==> config.mk <==
export PLATFORM = sky130hd
export DESIGN_NAME = fit_strategy_segment_allocator
export DESIGN_NICKNAME = d
export VERILOG_FILES = /design/src/hdl/fsa_pkg.sv /design/src/hdl/fit_strategy_segment_allocator.sv /design/src/hdl/fsa_front.sv /design/src/hdl/fsa_back.sv
export SDC_FILE = /design/constraint.sdc
export NUM_CORES = 2
export LEC_CHECK = 0
export BUFFER_PORTS_ARGS = -buffer_cell sky130_fd_sc_hd__buf_2
export CORE_ASPECT_RATIO = 1.75
export CORE_MARGIN = 2
export CORE_UTILIZATION = 50
export CTS_BUF_LIST = sky130_fd_sc_hd__clkbuf_16
export DETAILED_ROUTE_END_ITERATION = 10
export PLACE_DENSITY = 0.65
export SYNTH_ARGS = -nofsm -noshare
export SYNTH_HDL_FRONTEND = slang
export SYNTH_SLANG_ARGS = --single-unit
export TNS_END_PERCENT = 10
==> constraint.sdc <==
create_clock -name clk -period 9.75 [get_ports clk]
set_input_delay 1.95 -clock clk [delete_from_list [all_inputs] [get_ports clk]]
set_output_delay 1.95 -clock clk [all_outputs]
set_load 0.005 [all_outputs]
==> src/hdl/fsa_pkg.sv <==
package fsa_pkg;

	localparam int MAX_SEGMENTS_DEF = 64;
	localparam int POOL_BYTES = 65536;

	localparam logic [1:0] STRAT_FIRST = 2'd0;
	localparam logic [1:0] STRAT_BEST  = 2'd1;
	localparam logic [1:0] STRAT_WORST = 2'd2;
	localparam logic [1:0] STRAT_NEXT  = 2'd3;

	localparam logic CFG_STRATEGY  = 1'b0;
	localparam logic CFG_POOL_SIZE = 1'b1;

	localparam logic [1:0] REQ_ALLOC  = 2'd0;
	localparam logic [1:0] REQ_FREE   = 2'd1;
	localparam logic [1:0] REQ_REINIT = 2'd2;

	typedef enum logic [2:0] {
		ST_OK       = 3'd0,
		ST_NO_FIT   = 3'd1,
		ST_FULL     = 3'd2,
		ST_BAD_ADDR = 3'd3,
		ST_ZERO     = 3'd4
	} status_t;

	typedef enum logic [2:0] {
		OP_ALLOC,
		OP_ZERO,
		OP_FREE,
		OP_REINIT,
		OP_NOP
	} op_t;

	typedef enum logic [3:0] {
		B_INIT,
		B_IDLE,
		B_SCAN,
		B_DECIDE,
		B_MOVE,
		B_FIX1,
		B_FIX2,
		B_STATS,
		B_DONE
	} bstate_t;

	typedef struct packed {
		logic [1:0]  req_type;
		logic [16:0] request_bytes;
		logic [15:0] free_address;
	} req_t;

	typedef struct packed {
		logic [2:0]  status;
		logic [15:0] address;
		logic [16:0] free_bytes;
		logic [16:0] allocated_bytes;
		logic [6:0]  hole_count;
		logic [16:0] largest_free;
	} res_t;

	typedef struct packed {
		op_t         op;
		logic [16:0] bytes;
		logic [15:0] addr;
	} cmd_t;

	typedef struct packed {
		logic [15:0] off;
		logic [16:0] size;
		logic        used;
	} seg_t;

endpackage

==> src/hdl/fit_strategy_segment_allocator.sv <==
// A split or merge shifts the table entries above the segment; a rejected request and a reinit shift none.
// One request is worked at a time; the segment table memory, one read and one write a cycle,
// sets the pace. A two-entry queue takes new requests while one is in work or a result waits.
// Reset is asynchronous, active low; the cycle after reset writes the single pool segment.
module fit_strategy_segment_allocator
	import fsa_pkg::*;
#(
	parameter int MAX_SEGMENTS = MAX_SEGMENTS_DEF
) (
	input  logic        clk,
	input  logic        arst_n,
	input  logic        in_valid,
	output logic        in_ready,
	input  req_t        in_data,
	output logic        out_valid,
	input  logic        out_ready,
	output res_t        out_data,
	input  logic        cfg_we,
	input  logic        cfg_index,
	input  logic [16:0] cfg_wdata
);

	logic [1:0]  strategy_q;
	logic [16:0] pool_size_q;
	logic        cmd_valid;
	logic        cmd_ready;
	cmd_t        cmd;

	always_ff @(posedge clk or negedge arst_n) begin
		if (!arst_n) begin
			strategy_q  <= STRAT_FIRST;
			pool_size_q <= 17'(POOL_BYTES);
		end else if (cfg_we) begin
			if (cfg_index == CFG_STRATEGY) strategy_q <= cfg_wdata[1:0];
			else pool_size_q <= cfg_wdata;
		end
	end

	fsa_front u_front (
		.clk       (clk),
		.arst_n    (arst_n),
		.in_valid  (in_valid),
		.in_ready  (in_ready),
		.in_data   (in_data),
		.cmd_valid (cmd_valid),
		.cmd_ready (cmd_ready),
		.cmd       (cmd)
	);

	fsa_back #(
		.MAX_SEGMENTS (MAX_SEGMENTS)
	) u_back (
		.clk       (clk),
		.arst_n    (arst_n),
		.cmd_valid (cmd_valid),
		.cmd_ready (cmd_ready),
		.cmd       (cmd),
		.strategy  (strategy_q),
		.pool_size (pool_size_q),
		.res_valid (out_valid),
		.res_ready (out_ready),
		.res       (out_data)
	);

endmodule

==> src/hdl/fsa_front.sv <==
module fsa_front
	import fsa_pkg::*;
(
	input  logic clk,
	input  logic arst_n,
	input  logic in_valid,
	output logic in_ready,
	input  req_t in_data,
	output logic cmd_valid,
	input  logic cmd_ready,
	output cmd_t cmd
);

	cmd_t       slot_q [2];
	logic [1:0] fill_q;
	logic       wr_ptr_q;
	logic       rd_ptr_q;
	cmd_t       cls;
	logic       push;
	logic       pop;

	always_comb begin
		cls.bytes = in_data.request_bytes;
		cls.addr  = in_data.free_address;
		unique case (in_data.req_type)
			REQ_ALLOC:  cls.op = (in_data.request_bytes == '0) ? OP_ZERO : OP_ALLOC;
			REQ_FREE:   cls.op = OP_FREE;
			REQ_REINIT: cls.op = OP_REINIT;
			default:    cls.op = OP_NOP;
		endcase
	end

	assign in_ready  = (fill_q != 2'd2);
	assign cmd_valid = (fill_q != 2'd0);
	assign cmd       = slot_q[rd_ptr_q];
	assign push      = in_valid & in_ready;
	assign pop       = cmd_valid & cmd_ready;

	always_ff @(posedge clk or negedge arst_n) begin
		if (!arst_n) begin
			fill_q   <= '0;
			wr_ptr_q <= 1'b0;
			rd_ptr_q <= 1'b0;
		end else begin
			if (push) wr_ptr_q <= ~wr_ptr_q;
			if (pop) rd_ptr_q <= ~rd_ptr_q;
			if (push && !pop) fill_q <= fill_q + 2'd1;
			else if (pop && !push) fill_q <= fill_q - 2'd1;
		end
	end

	always_ff @(posedge clk) begin
		if (push) slot_q[wr_ptr_q] <= cls;
	end

endmodule

==> src/hdl/fsa_back.sv <==
module fsa_back
	import fsa_pkg::*;
#(
	parameter int MAX_SEGMENTS = MAX_SEGMENTS_DEF
) (
	input  logic        clk,
	input  logic        arst_n,
	input  logic        cmd_valid,
	output logic        cmd_ready,
	input  cmd_t        cmd,
	input  logic [1:0]  strategy,
	input  logic [16:0] pool_size,
	output logic        res_valid,
	input  logic        res_ready,
	output res_t        res
);

	localparam int IW = $clog2(MAX_SEGMENTS);
	localparam int CW = $clog2(MAX_SEGMENTS + 1);

	seg_t          mem [MAX_SEGMENTS];
	seg_t          rd_q;
	logic [IW-1:0] rd_addr;
	logic          mem_we;
	logic [IW-1:0] wa;
	seg_t          wd;

	always_ff @(posedge clk) begin
		if (mem_we) mem[wa] <= wd;
		rd_q <= mem[rd_addr];
	end

	bstate_t       state_q, state_d;
	op_t           op_q;
	logic [16:0]   req_q;
	logic [15:0]   fa_q;
	logic [CW-1:0] cnt_q;
	logic [IW-1:0] cur_q;
	status_t       status_q;
	logic [15:0]   addr_q;

	logic [CW-1:0] scan_idx_q;
	logic          rv_s1;
	logic [IW-1:0] ri_s1;
	logic          issue;

	logic          a_found_q, g_found_q;
	logic [IW-1:0] a_idx_q, g_idx_q;
	seg_t          a_seg_q, g_seg_q;

	logic          m_found_q, n_has_q, n_want_q;
	logic [IW-1:0] m_idx_q;
	seg_t          m_seg_q, p_seg_q, n_seg_q, last_seg_q;

	logic [IW-1:0] mv_src_q;
	logic [CW-1:0] mv_left_q;
	logic          mv_up_q;
	logic [1:0]    mv_k_q;
	logic          mv_pend_s1;
	logic [IW-1:0] mv_dst_s1;
	logic          mv_issue;

	logic [IW-1:0] f1_a_q, f2_a_q;
	seg_t          f1_d_q, f2_d_q;
	logic          f2_on_q;

	logic [16:0]   fb_q, ab_q, lg_q;
	logic [6:0]    hc_q;

	logic          res_valid_q;
	res_t          res_q;

	// pick and merge decode
	logic          use_g;
	logic [IW-1:0] pk_idx;
	seg_t          pk_seg;
	logic          pm, nm, free_ok;
	logic [CW-1:0] start;
	logic [16:0]   pool_eff;

	function automatic logic [CW-1:0] absorb_cur(logic [CW-1:0] cur, logic [CW-1:0] k,
			logic [CW-1:0] c);
		logic [CW-1:0] r;
		if (cur == k) r = (k + CW'(1) < c) ? '0 : k - CW'(1);
		else if (cur > k) r = cur - CW'(1);
		else r = cur;
		return r;
	endfunction

	always_comb begin
		use_g   = (strategy == STRAT_NEXT) && g_found_q;
		pk_idx  = use_g ? g_idx_q : a_idx_q;
		pk_seg  = use_g ? g_seg_q : a_seg_q;
		pm      = (m_idx_q != '0) && !p_seg_q.used;
		nm      = n_has_q && !n_seg_q.used;
		free_ok = m_found_q && m_seg_q.used;
		start   = (CW'(cur_q) < cnt_q) ? CW'(cur_q) : '0;
		if (pool_size == '0) pool_eff = 17'd1;
		else if (pool_size > 17'(POOL_BYTES)) pool_eff = 17'(POOL_BYTES);
		else pool_eff = pool_size;
	end

	always_comb begin
		state_d   = state_q;
		cmd_ready = 1'b0;
		issue     = 1'b0;
		mv_issue  = 1'b0;
		rd_addr   = scan_idx_q[IW-1:0];
		mem_we    = 1'b0;
		wa        = f1_a_q;
		wd        = f1_d_q;
		unique case (state_q)
			B_INIT: begin
				mem_we   = 1'b1;
				wa       = '0;
				wd.off   = '0;
				wd.size  = 17'(POOL_BYTES);
				wd.used  = 1'b0;
				state_d  = B_IDLE;
			end
			B_IDLE: begin
				cmd_ready = 1'b1;
				if (cmd_valid) begin
					unique case (cmd.op)
						OP_ALLOC, OP_FREE: state_d = B_SCAN;
						OP_REINIT:         state_d = B_FIX1;
						default:           state_d = B_STATS;
					endcase
				end
			end
			B_SCAN, B_STATS: begin
				issue = (scan_idx_q < cnt_q);
				if (!issue && !rv_s1) state_d = (state_q == B_SCAN) ? B_DECIDE : B_DONE;
			end
			B_DECIDE: begin
				if (op_q == OP_ALLOC) begin
					if (!a_found_q) state_d = B_STATS;
					else if (pk_seg.size > req_q)
						state_d = (cnt_q >= CW'(MAX_SEGMENTS)) ? B_STATS : B_MOVE;
					else state_d = B_FIX1;
				end else begin
					if (!free_ok) state_d = B_STATS;
					else if (pm || nm) state_d = B_MOVE;
					else state_d = B_FIX1;
				end
			end
			B_MOVE: begin
				mv_issue = (mv_left_q != '0);
				rd_addr  = mv_src_q;
				mem_we   = mv_pend_s1;
				wa       = mv_dst_s1;
				wd       = rd_q;
				if (!mv_issue && !mv_pend_s1) state_d = B_FIX1;
			end
			B_FIX1: begin
				mem_we  = 1'b1;
				state_d = f2_on_q ? B_FIX2 : B_STATS;
			end
			B_FIX2: begin
				mem_we  = 1'b1;
				wa      = f2_a_q;
				wd      = f2_d_q;
				state_d = B_STATS;
			end
			B_DONE: begin
				if (!res_valid_q || res_ready) state_d = B_IDLE;
			end
			default: state_d = B_IDLE;
		endcase
	end

	always_ff @(posedge clk or negedge arst_n) begin
		if (!arst_n) begin
			state_q     <= B_INIT;
			cnt_q       <= CW'(1);
			cur_q       <= '0;
			rv_s1       <= 1'b0;
			mv_pend_s1  <= 1'b0;
			mv_left_q   <= '0;
			scan_idx_q  <= '0;
			res_valid_q <= 1'b0;
		end else begin
			state_q    <= state_d;
			rv_s1      <= issue;
			mv_pend_s1 <= mv_issue;
			if (state_d != state_q && (state_d == B_SCAN || state_d == B_STATS))
				scan_idx_q <= '0;
			else if (issue)
				scan_idx_q <= scan_idx_q + CW'(1);
			if (mv_issue) mv_left_q <= mv_left_q - CW'(1);
			if (state_q == B_IDLE && cmd_valid && cmd.op == OP_REINIT) begin
				cnt_q <= CW'(1);
				cur_q <= '0;
			end
			if (state_q == B_DECIDE && op_q == OP_ALLOC && a_found_q) begin
				if (pk_seg.size > req_q) begin
					if (cnt_q < CW'(MAX_SEGMENTS)) begin
						cnt_q     <= cnt_q + CW'(1);
						cur_q     <= IW'(CW'(pk_idx) + CW'(1));
						mv_left_q <= cnt_q - CW'(pk_idx) - CW'(1);
					end
				end else begin
					cur_q <= (CW'(pk_idx) + CW'(1) >= cnt_q) ? '0 : pk_idx;
				end
			end
			if (state_q == B_DECIDE && op_q == OP_FREE && free_ok && (pm || nm)) begin
				cnt_q     <= cnt_q - ((pm && nm) ? CW'(2) : CW'(1));
				// entries above the merged run move down
				mv_left_q <= cnt_q - CW'(m_idx_q) - CW'(1) - (nm ? CW'(1) : CW'(0));
				if (pm) begin
					if (nm)
						cur_q <= IW'(absorb_cur(absorb_cur(CW'(cur_q), CW'(m_idx_q), cnt_q),
							CW'(m_idx_q), cnt_q - CW'(1)));
					else
						cur_q <= IW'(absorb_cur(CW'(cur_q), CW'(m_idx_q), cnt_q));
				end else begin
					cur_q <= IW'(absorb_cur(CW'(cur_q), CW'(m_idx_q) + CW'(1), cnt_q));
				end
			end
			if (state_q == B_DONE && state_d == B_IDLE) res_valid_q <= 1'b1;
			else if (res_ready) res_valid_q <= 1'b0;
		end
	end

	always_ff @(posedge clk) begin
		ri_s1     <= scan_idx_q[IW-1:0];
		mv_dst_s1 <= mv_up_q ? mv_src_q + IW'(1) : mv_src_q - IW'(mv_k_q);
		if (mv_issue) mv_src_q <= mv_up_q ? mv_src_q - IW'(1) : mv_src_q + IW'(1);

		if (state_q == B_IDLE && cmd_valid) begin
			op_q     <= cmd.op;
			req_q    <= cmd.bytes;
			fa_q     <= cmd.addr;
			status_q <= (cmd.op == OP_ZERO) ? ST_ZERO : ST_OK;
			addr_q   <= (cmd.op == OP_FREE) ? cmd.addr : '0;
			f2_on_q  <= 1'b0;
			f1_a_q   <= '0;
			f1_d_q   <= '{off: '0, size: pool_eff, used: 1'b0};
		end

		if (state_d == B_SCAN && state_q != B_SCAN) begin
			a_found_q <= 1'b0;
			g_found_q <= 1'b0;
			m_found_q <= 1'b0;
			n_has_q   <= 1'b0;
			n_want_q  <= 1'b0;
		end else if (state_q == B_SCAN && rv_s1) begin
			last_seg_q <= rd_q;
			if (!rd_q.used && rd_q.size >= req_q) begin
				if (!a_found_q || (strategy == STRAT_BEST && rd_q.size < a_seg_q.size) ||
						(strategy == STRAT_WORST && rd_q.size > a_seg_q.size)) begin
					a_found_q <= 1'b1;
					a_idx_q   <= ri_s1;
					a_seg_q   <= rd_q;
				end
				if (!g_found_q && CW'(ri_s1) >= start) begin
					g_found_q <= 1'b1;
					g_idx_q   <= ri_s1;
					g_seg_q   <= rd_q;
				end
			end
			if (!m_found_q && rd_q.off == fa_q) begin
				m_found_q <= 1'b1;
				m_idx_q   <= ri_s1;
				m_seg_q   <= rd_q;
				p_seg_q   <= last_seg_q;
				n_want_q  <= 1'b1;
			end else if (n_want_q) begin
				n_seg_q  <= rd_q;
				n_has_q  <= 1'b1;
				n_want_q <= 1'b0;
			end
		end

		if (state_q == B_DECIDE) begin
			if (op_q == OP_ALLOC) begin
				if (!a_found_q) status_q <= ST_NO_FIT;
				else if (pk_seg.size > req_q && cnt_q >= CW'(MAX_SEGMENTS)) status_q <= ST_FULL;
				else addr_q <= pk_seg.off;
				// split: shift the tail up, then leftover and used part
				mv_up_q  <= 1'b1;
				mv_src_q <= IW'(cnt_q - CW'(1));
				if (pk_seg.size > req_q) begin
					f1_a_q  <= pk_idx + IW'(1);
					f1_d_q  <= '{off: pk_seg.off + req_q[15:0], size: pk_seg.size - req_q,
						used: 1'b0};
					f2_on_q <= 1'b1;
					f2_a_q  <= pk_idx;
					f2_d_q  <= '{off: pk_seg.off, size: req_q, used: 1'b1};
				end else begin
					f1_a_q <= pk_idx;
					f1_d_q <= '{off: pk_seg.off, size: pk_seg.size, used: 1'b1};
				end
			end else begin
				if (!free_ok) status_q <= ST_BAD_ADDR;
				mv_up_q <= 1'b0;
				mv_k_q  <= (pm && nm) ? 2'd2 : 2'd1;
				if (pm) begin
					mv_src_q <= m_idx_q + ((nm) ? IW'(2) : IW'(1));
					f1_a_q   <= m_idx_q - IW'(1);
					f1_d_q   <= '{off: p_seg_q.off,
						size: p_seg_q.size + m_seg_q.size + (nm ? n_seg_q.size : 17'd0),
						used: 1'b0};
				end else begin
					mv_src_q <= m_idx_q + IW'(2);
					f1_a_q   <= m_idx_q;
					f1_d_q   <= '{off: m_seg_q.off,
						size: m_seg_q.size + (nm ? n_seg_q.size : 17'd0), used: 1'b0};
				end
			end
		end

		if (state_d == B_STATS && state_q != B_STATS) begin
			fb_q <= '0;
			ab_q <= '0;
			lg_q <= '0;
			hc_q <= '0;
		end else if (state_q == B_STATS && rv_s1) begin
			if (rd_q.used) begin
				ab_q <= ab_q + rd_q.size;
			end else begin
				fb_q <= fb_q + rd_q.size;
				hc_q <= hc_q + 7'd1;
				if (rd_q.size > lg_q) lg_q <= rd_q.size;
			end
		end

		if (state_q == B_DONE && state_d == B_IDLE) begin
			res_q.status          <= status_q;
			res_q.address         <= addr_q;
			res_q.free_bytes      <= fb_q;
			res_q.allocated_bytes <= ab_q;
			res_q.hole_count      <= hc_q;
			res_q.largest_free    <= lg_q;
		end
	end

	assign res_valid = res_valid_q;
	assign res       = res_q;

endmodule

Word-level counts from Yosys, hierarchy flattened
Memories as Yosys holds them, arrays and structs flattened. A register that Yosys moved wholly into a read port is not among the register bits.
Index checks and enable logic that the tools add are counted.

word-level totals
  bits in registers = 559
  bits in writable memories = 2248
  bits of input ports = 58
  memories = 2

memory list
  name            words  width  read ports  clocked after Yosys merged registers in  wr ports  line             text
  u_back.mem      64     34     1           1                                        1         fsa_back.sv:21   seg_t mem [MAX_SEGMENTS];
  u_front.slot_q  2      36     1           0                                        1         fsa_front.sv:14  cmd_t slot_q [2];

operators by class
  $add $sub $neg = 34
  $lt $le $gt $ge = 18
  equality and inequality tests = 29
  multiplexer cells = 108
  bitwise gates (word level) = 9
  reductions and logical operators = 79

operator list
  operator                                                            number
  34-bit 2-to-1 mux                                                   6
  6-bit 2-to-1 mux                                                    28
  7-bit 2-to-1 mux                                                    18
  34-bit case mux with 3 select lines                                 1
  16-bit 2-to-1 mux                                                   6
  17-bit adder                                                        5
  17-bit > comparator                                                 3
  17-bit 2-to-1 mux                                                   3
  4-bit 2-to-1 mux                                                    9
  17-bit logical NOT                                                  2
  7-bit by 1-bit adder with 7-bit output, second input constant       4
  1-bit logical AND                                                   28
  7-bit less-than comparator                                          4
  4-bit case mux with 7 select lines                                  1
  7-bit by 1-bit subtractor with 7-bit output, second input constant  4
  6-bit by 1-bit subtractor with 6-bit output, second input constant  4
  3-bit 2-to-1 mux                                                    7
  4-bit by 3-bit == test with 1-bit output, second input constant     5
  1-bit 2-to-1 mux                                                    19
  6-bit case mux with 3 select lines                                  1
  3-bit AND reduction                                                 6
  17-bit >= comparator                                                1
  17-bit > comparator, second input constant                          1
  17-bit less-than comparator                                         1
  53 further kinds                                                    110

Logic depth before layout (Yosys ltp)
  depth in word-level cells = 13
  depth in mapped cells = 21
  gate-level depth less buffers = 20

Cells and area by module
Synthesis repeated with hierarchy kept, for this count alone.

unflattened totals
  cells, all modules = 6843
  area total of the unflattened synthesis = 118097.0 um^2

modules (own cells, without submodules)
  module                          times used  cells an instance  area an instance (um^2)
  fsa_back                        1           6660               114312.1
  fsa_front                       1           142                3019.1
  fit_strategy_segment_allocator  1           41                 765.7

Least setup slack after synthesis
Ideal clock, no wire load.

  path type = input -> register
  start point = in out_ready
  end point = reg u_back.res_q (netlist bit u_back.res[0]) (enable)
  library setup time = 0.521 ns
  data arrival time = 5.519 ns
  path slack = 3.710 ns
  stages on the path = 2
  path through = nand2b_1 -> nor2b_1

on the way
  cells in the longest elaborated chain, start to end = 5

ends and longest elaborated chain
  item                                      line                                  text
  start: declaration                        fit_strategy_segment_allocator.sv:16  input logic out_ready,
  1-bit logical OR                          fsa_back.sv:166                       if (!res_valid_q || res_ready) state_d = B_IDLE;
  4-bit 2-to-1 mux                          fsa_back.sv:166
  4-bit case mux with 7 select lines        fsa_back.sv:112                       unique case (state_q)
  4-bit by 1-bit == test with 1-bit output  fsa_back.sv:328                       if (state_q == B_DONE && state_d == B_IDLE) begin
  1-bit logical AND                         fsa_back.sv:328
  end: declaration                          fsa_back.sv:71                        res_t res_q;

No other way between the ends.
A chain may end at the register's enable or synchronous reset.

Worst setup path in the final report
  start point = reg u_back.state_q[2]
  end point = reg, netlist name u_back.rd_q[14]

on the way
  cells in the longest elaborated chain, start to end = 2

ends and longest elaborated chain
  item                                      line             text
  start: declaration                        fsa_back.sv:33   bstate_t state_q, state_d;
  start signal: assignment                  fsa_back.sv:183  state_q <= state_d;
  4-bit by 3-bit == test with 1-bit output  fsa_back.sv:112
  6-bit 2-to-1 mux                          fsa_back.sv:112

No other way between the ends.

==> flow_summary.yaml <==
sta:
  finalCritPeriodShare_pct: 59.8
  final_max_slew_viol_count: 0
  tightest_slew_ns: 1.26
  setup_tns_ns: 0
  max_freq_mhz: 171
  whs_ns: 0.389
  grt_setup_unrepaired: "false"
  finalHoldViolations: 0
  setup_viol: 0
  fin_crit_ns: 5.83
  slew_headroom_pct: 15.7
  skew_ns: 0.0736
layout:
  nets: 7323
  fin_util_pct: 56.0
  area_delta_synth_final_pct: 11.4
  fillers: 17800
  drive_gt1_share_pct: 19.9
die:
  coreArea_um2: 234000
  fp.dieH_um: 645
  initial_core_util_pct: 50.2
  num_rows: 235
  die_area_um2: 239000
  die_w_um: 370
  io_pins: 137
hold_path:
  hold_start: "u_back.last_seg_q[26]"
  hold_depth: 0
  hold_class: "reg -> reg"
synthesis:
  synth_flop_cell: "edfxtp_1"
  synth_nets: 7083
  synth_cell_type_count: 81
  synthesis.area_um2: 117000
  synth_edf_count: 2653
  synthArstFlopShare_pct: 2.01
  yosysTopAreaCell: "edfxtp_1"
  synth.top_cell.area_share_pct: 67.8
  synth_seq_cells: 2839
  synth_cells: 6744
  syn_area_per_cell_um2: 17.4
  ys_seq_area_share_pct: 71.3
  synth_area_leaders: "edfxtp_1, mux4_2, ha_1, dfxtp_1, nand2_1"
  ys_warn_count: 0
critical_path:
  cp-startpoint: "u_back.state_q[2]"
  path_cells: "nand2b_1 > nor3_4 > buf_4 > mux2i_4 > buf_12 > buf_12 > mux4_2 > and2_1 > a211oi_1 > a31oi_1 > a21oi_1 > a21oi_1"
  cp_max_fo: 93
  critPathKind: "reg -> reg"
  worstPathArrival_ns: 6.56
  crit_slowest_cell: "dfrtp_1"
  cp.required_ns: 10.48
  reg2regPathDepth: 12
  worstSetupStartpointType: "register"
  timing.rr.start: "u_back.state_q[2]"
  crit_path_end_kind: "register"
  max_stage_delay_ns: 0.67
clocking:
  cts_num_sinks: 2839
  cts.clk_slew.worst_paths_ns: 0.07
  cts_tree: "yes"
  root_buffer: "clkbuf_16"
  cts_buffers: 240
  cts_resized: 0
  htreeDepth: 4
  postCtsSetupBuffers: 0
  holdBufCountCts: 0
  worstSkewPairLatency_ns: 0.91
  cts.path.max_buffers: 4
placed_design:
  gp_congestion: 0.941
  dp_hpwl_um: 195000
  port_buffers: 136
global_route:
  grt_overflow: 0
  grt_pass1_wl_um: 459000
  grtUsageTotal_pct: 26.6
  first_global_vias: 65700
  grt_start_max_net_pins: 113
  grt_antenna_before_repair: 7
power:
  peakVddDrop_v: 0.000261
  powerDensity_nw_per_um2: 294
  p_leak_nw: 43.8
route:
  drt_first_pass_iters: 7
  drcViolationCount: 0
  wl_per_cell_um: 31.1
  vias: 64400
  drt_iter0_drc: 6342
  ant_nets: 0
  drt-total-wl_um: 319000
  avgViaCountPerCell: 6.28
outcome:
  status: "completed"
flow_run:
  cap_violations: 0
layer usage:
metal	GRT usage (%)	share of wire [%]
met1	31.1	35
met2	47.7	53
met3	3.22	6.1
met4	13.7	5.8
met5	0	0
cell type report:
| type | count | area [um2] | share of cell area (%) |
|---|---|---|---|
| Clock inverter | 198 | 1760 | 1.34 |
| Multi-Input combinational cell | 3375 | 32300 | 24.7 |
| Clock buffer | 243 | 6080 | 4.65 |
| Antenna cell | 5 | 12.5 | 0.00957 |
| Timing Repair Buffer | 333 | 2330 | 1.79 |
| Sequential cell | 2839 | 83700 | 64.0 |
| Tap cell | 3081 | 3850 | 2.95 |
| Inverter | 195 | 732 | 0.560 |
power by group:
group	switching [mW]	internal, mW
sequential	0.634	16.6
combinational	7.58	3.90
clock	4.43	5.29
total	12.6	25.8
worst paths after layout:
kind                                             end  slack [ns]
worst min-delay path              u_back.p_seg_q[26]        0.39
worst max-delay path                 u_back.rd_q[14]        3.92
min in group asynchronous        u_back.mv_left_q[6]        1.25
worst min register to register    u_back.p_seg_q[26]        0.39
max in group asynchronous       u_back.scan_idx_q[0]        7.93
worst max register to register       u_back.rd_q[14]        3.92
cells by family after synthesis:
| kind of cell | share of synthesized area [%] |
|---|---|
| and+or+nand+nor | 5.04 |
| buffers and inverters | 1.80 |
| adders and majority gates | 3.17 |
| AOI/OAI and AO/OA | 5.71 |
| muxes | 11.8 |
| DFF | 71.3 |
| xor gates and xnor gates | 1.26 |
stage by stage:
step / std cells / power (mW) / setup WS (ns) / instance area (um2)
after floorplan: 6744 / 24.4 / 3.71 / 117000
after global placement: 9823 / 28.7 / 4.14 / 123000
after detailed placement: 9823 / 29.0 / 4.09 / 123000
after CTS: 10300 / 38.6 / 4.04 / 131000
after global routing: 10300 / 39.9 / 3.65 / 131000
final: 10300 / 38.4 / 3.92 / 131000
synthesized netlist by cell type, types with 54 or more instances:
cell type,count
a311oi_1,102
inv_1,193
dfxtp_1,129
nand3_1,88
mux4_2,544
xor2_1,63
mux2_2,87
a211oi_1,182
o21ai_0,134
and2_1,150
xnor2_1,106
a31oi_1,54
edfxtp_1,2653
nor2_1,264
nor3_1,82
nand2_1,495
mux2i_1,58
ha_1,254
a21oi_1,210
dfrtp_1,55
clkbuf_1,209
buf_2,77
critical path: cells and delay by family (launching register included):
family / cells / cell delay, ns
buffers and inverters: 3 / 1.66
muxes: 2 / 1.19
AOI/OAI and AO/OA: 4 / 1.01
DFF: 1 / 0.67
and+or+nand+nor: 3 / 0.57
sequential cells by signal, indices dropped and copies added, names as in the netlist, 16 cells and up:
signal	flops
u_back.req_q	17
u_back.g_seg_q	33
u_front.slot_q	72
u_back.fb_q	17
u_back.ab_q	17
u_back.p_seg_q	34
u_back.res	77
u_back.mem	2176
u_back.last_seg_q	34
pool_size_q	17
u_back.n_seg_q	18
u_back.m_seg_q	34
u_back.rd_q	34
u_back.f2_d_q	33
u_back.lg_q	17
u_back.addr_q	16
u_back.a_seg_q	33
u_back.f1_d_q	34
u_back.fa_q	16
cells in the final DEF (no fill, tap or decap), types with 87 or more instances in the layout:
master	count
edfxtp_1	2653
mux4_2	544
nand2_1	493
ha_1	254
clkbuf_16	243
a21oi_1	208
inv_1	206
nor2_1	196
buf_4	183
a211oi_1	181
and2_1	150
buf_2	136
o21ai_0	133
dfxtp_1	129
xnor2_1	106
a311oi_1	102
nand3_1	87
Power figures use the tool's default switching activity.
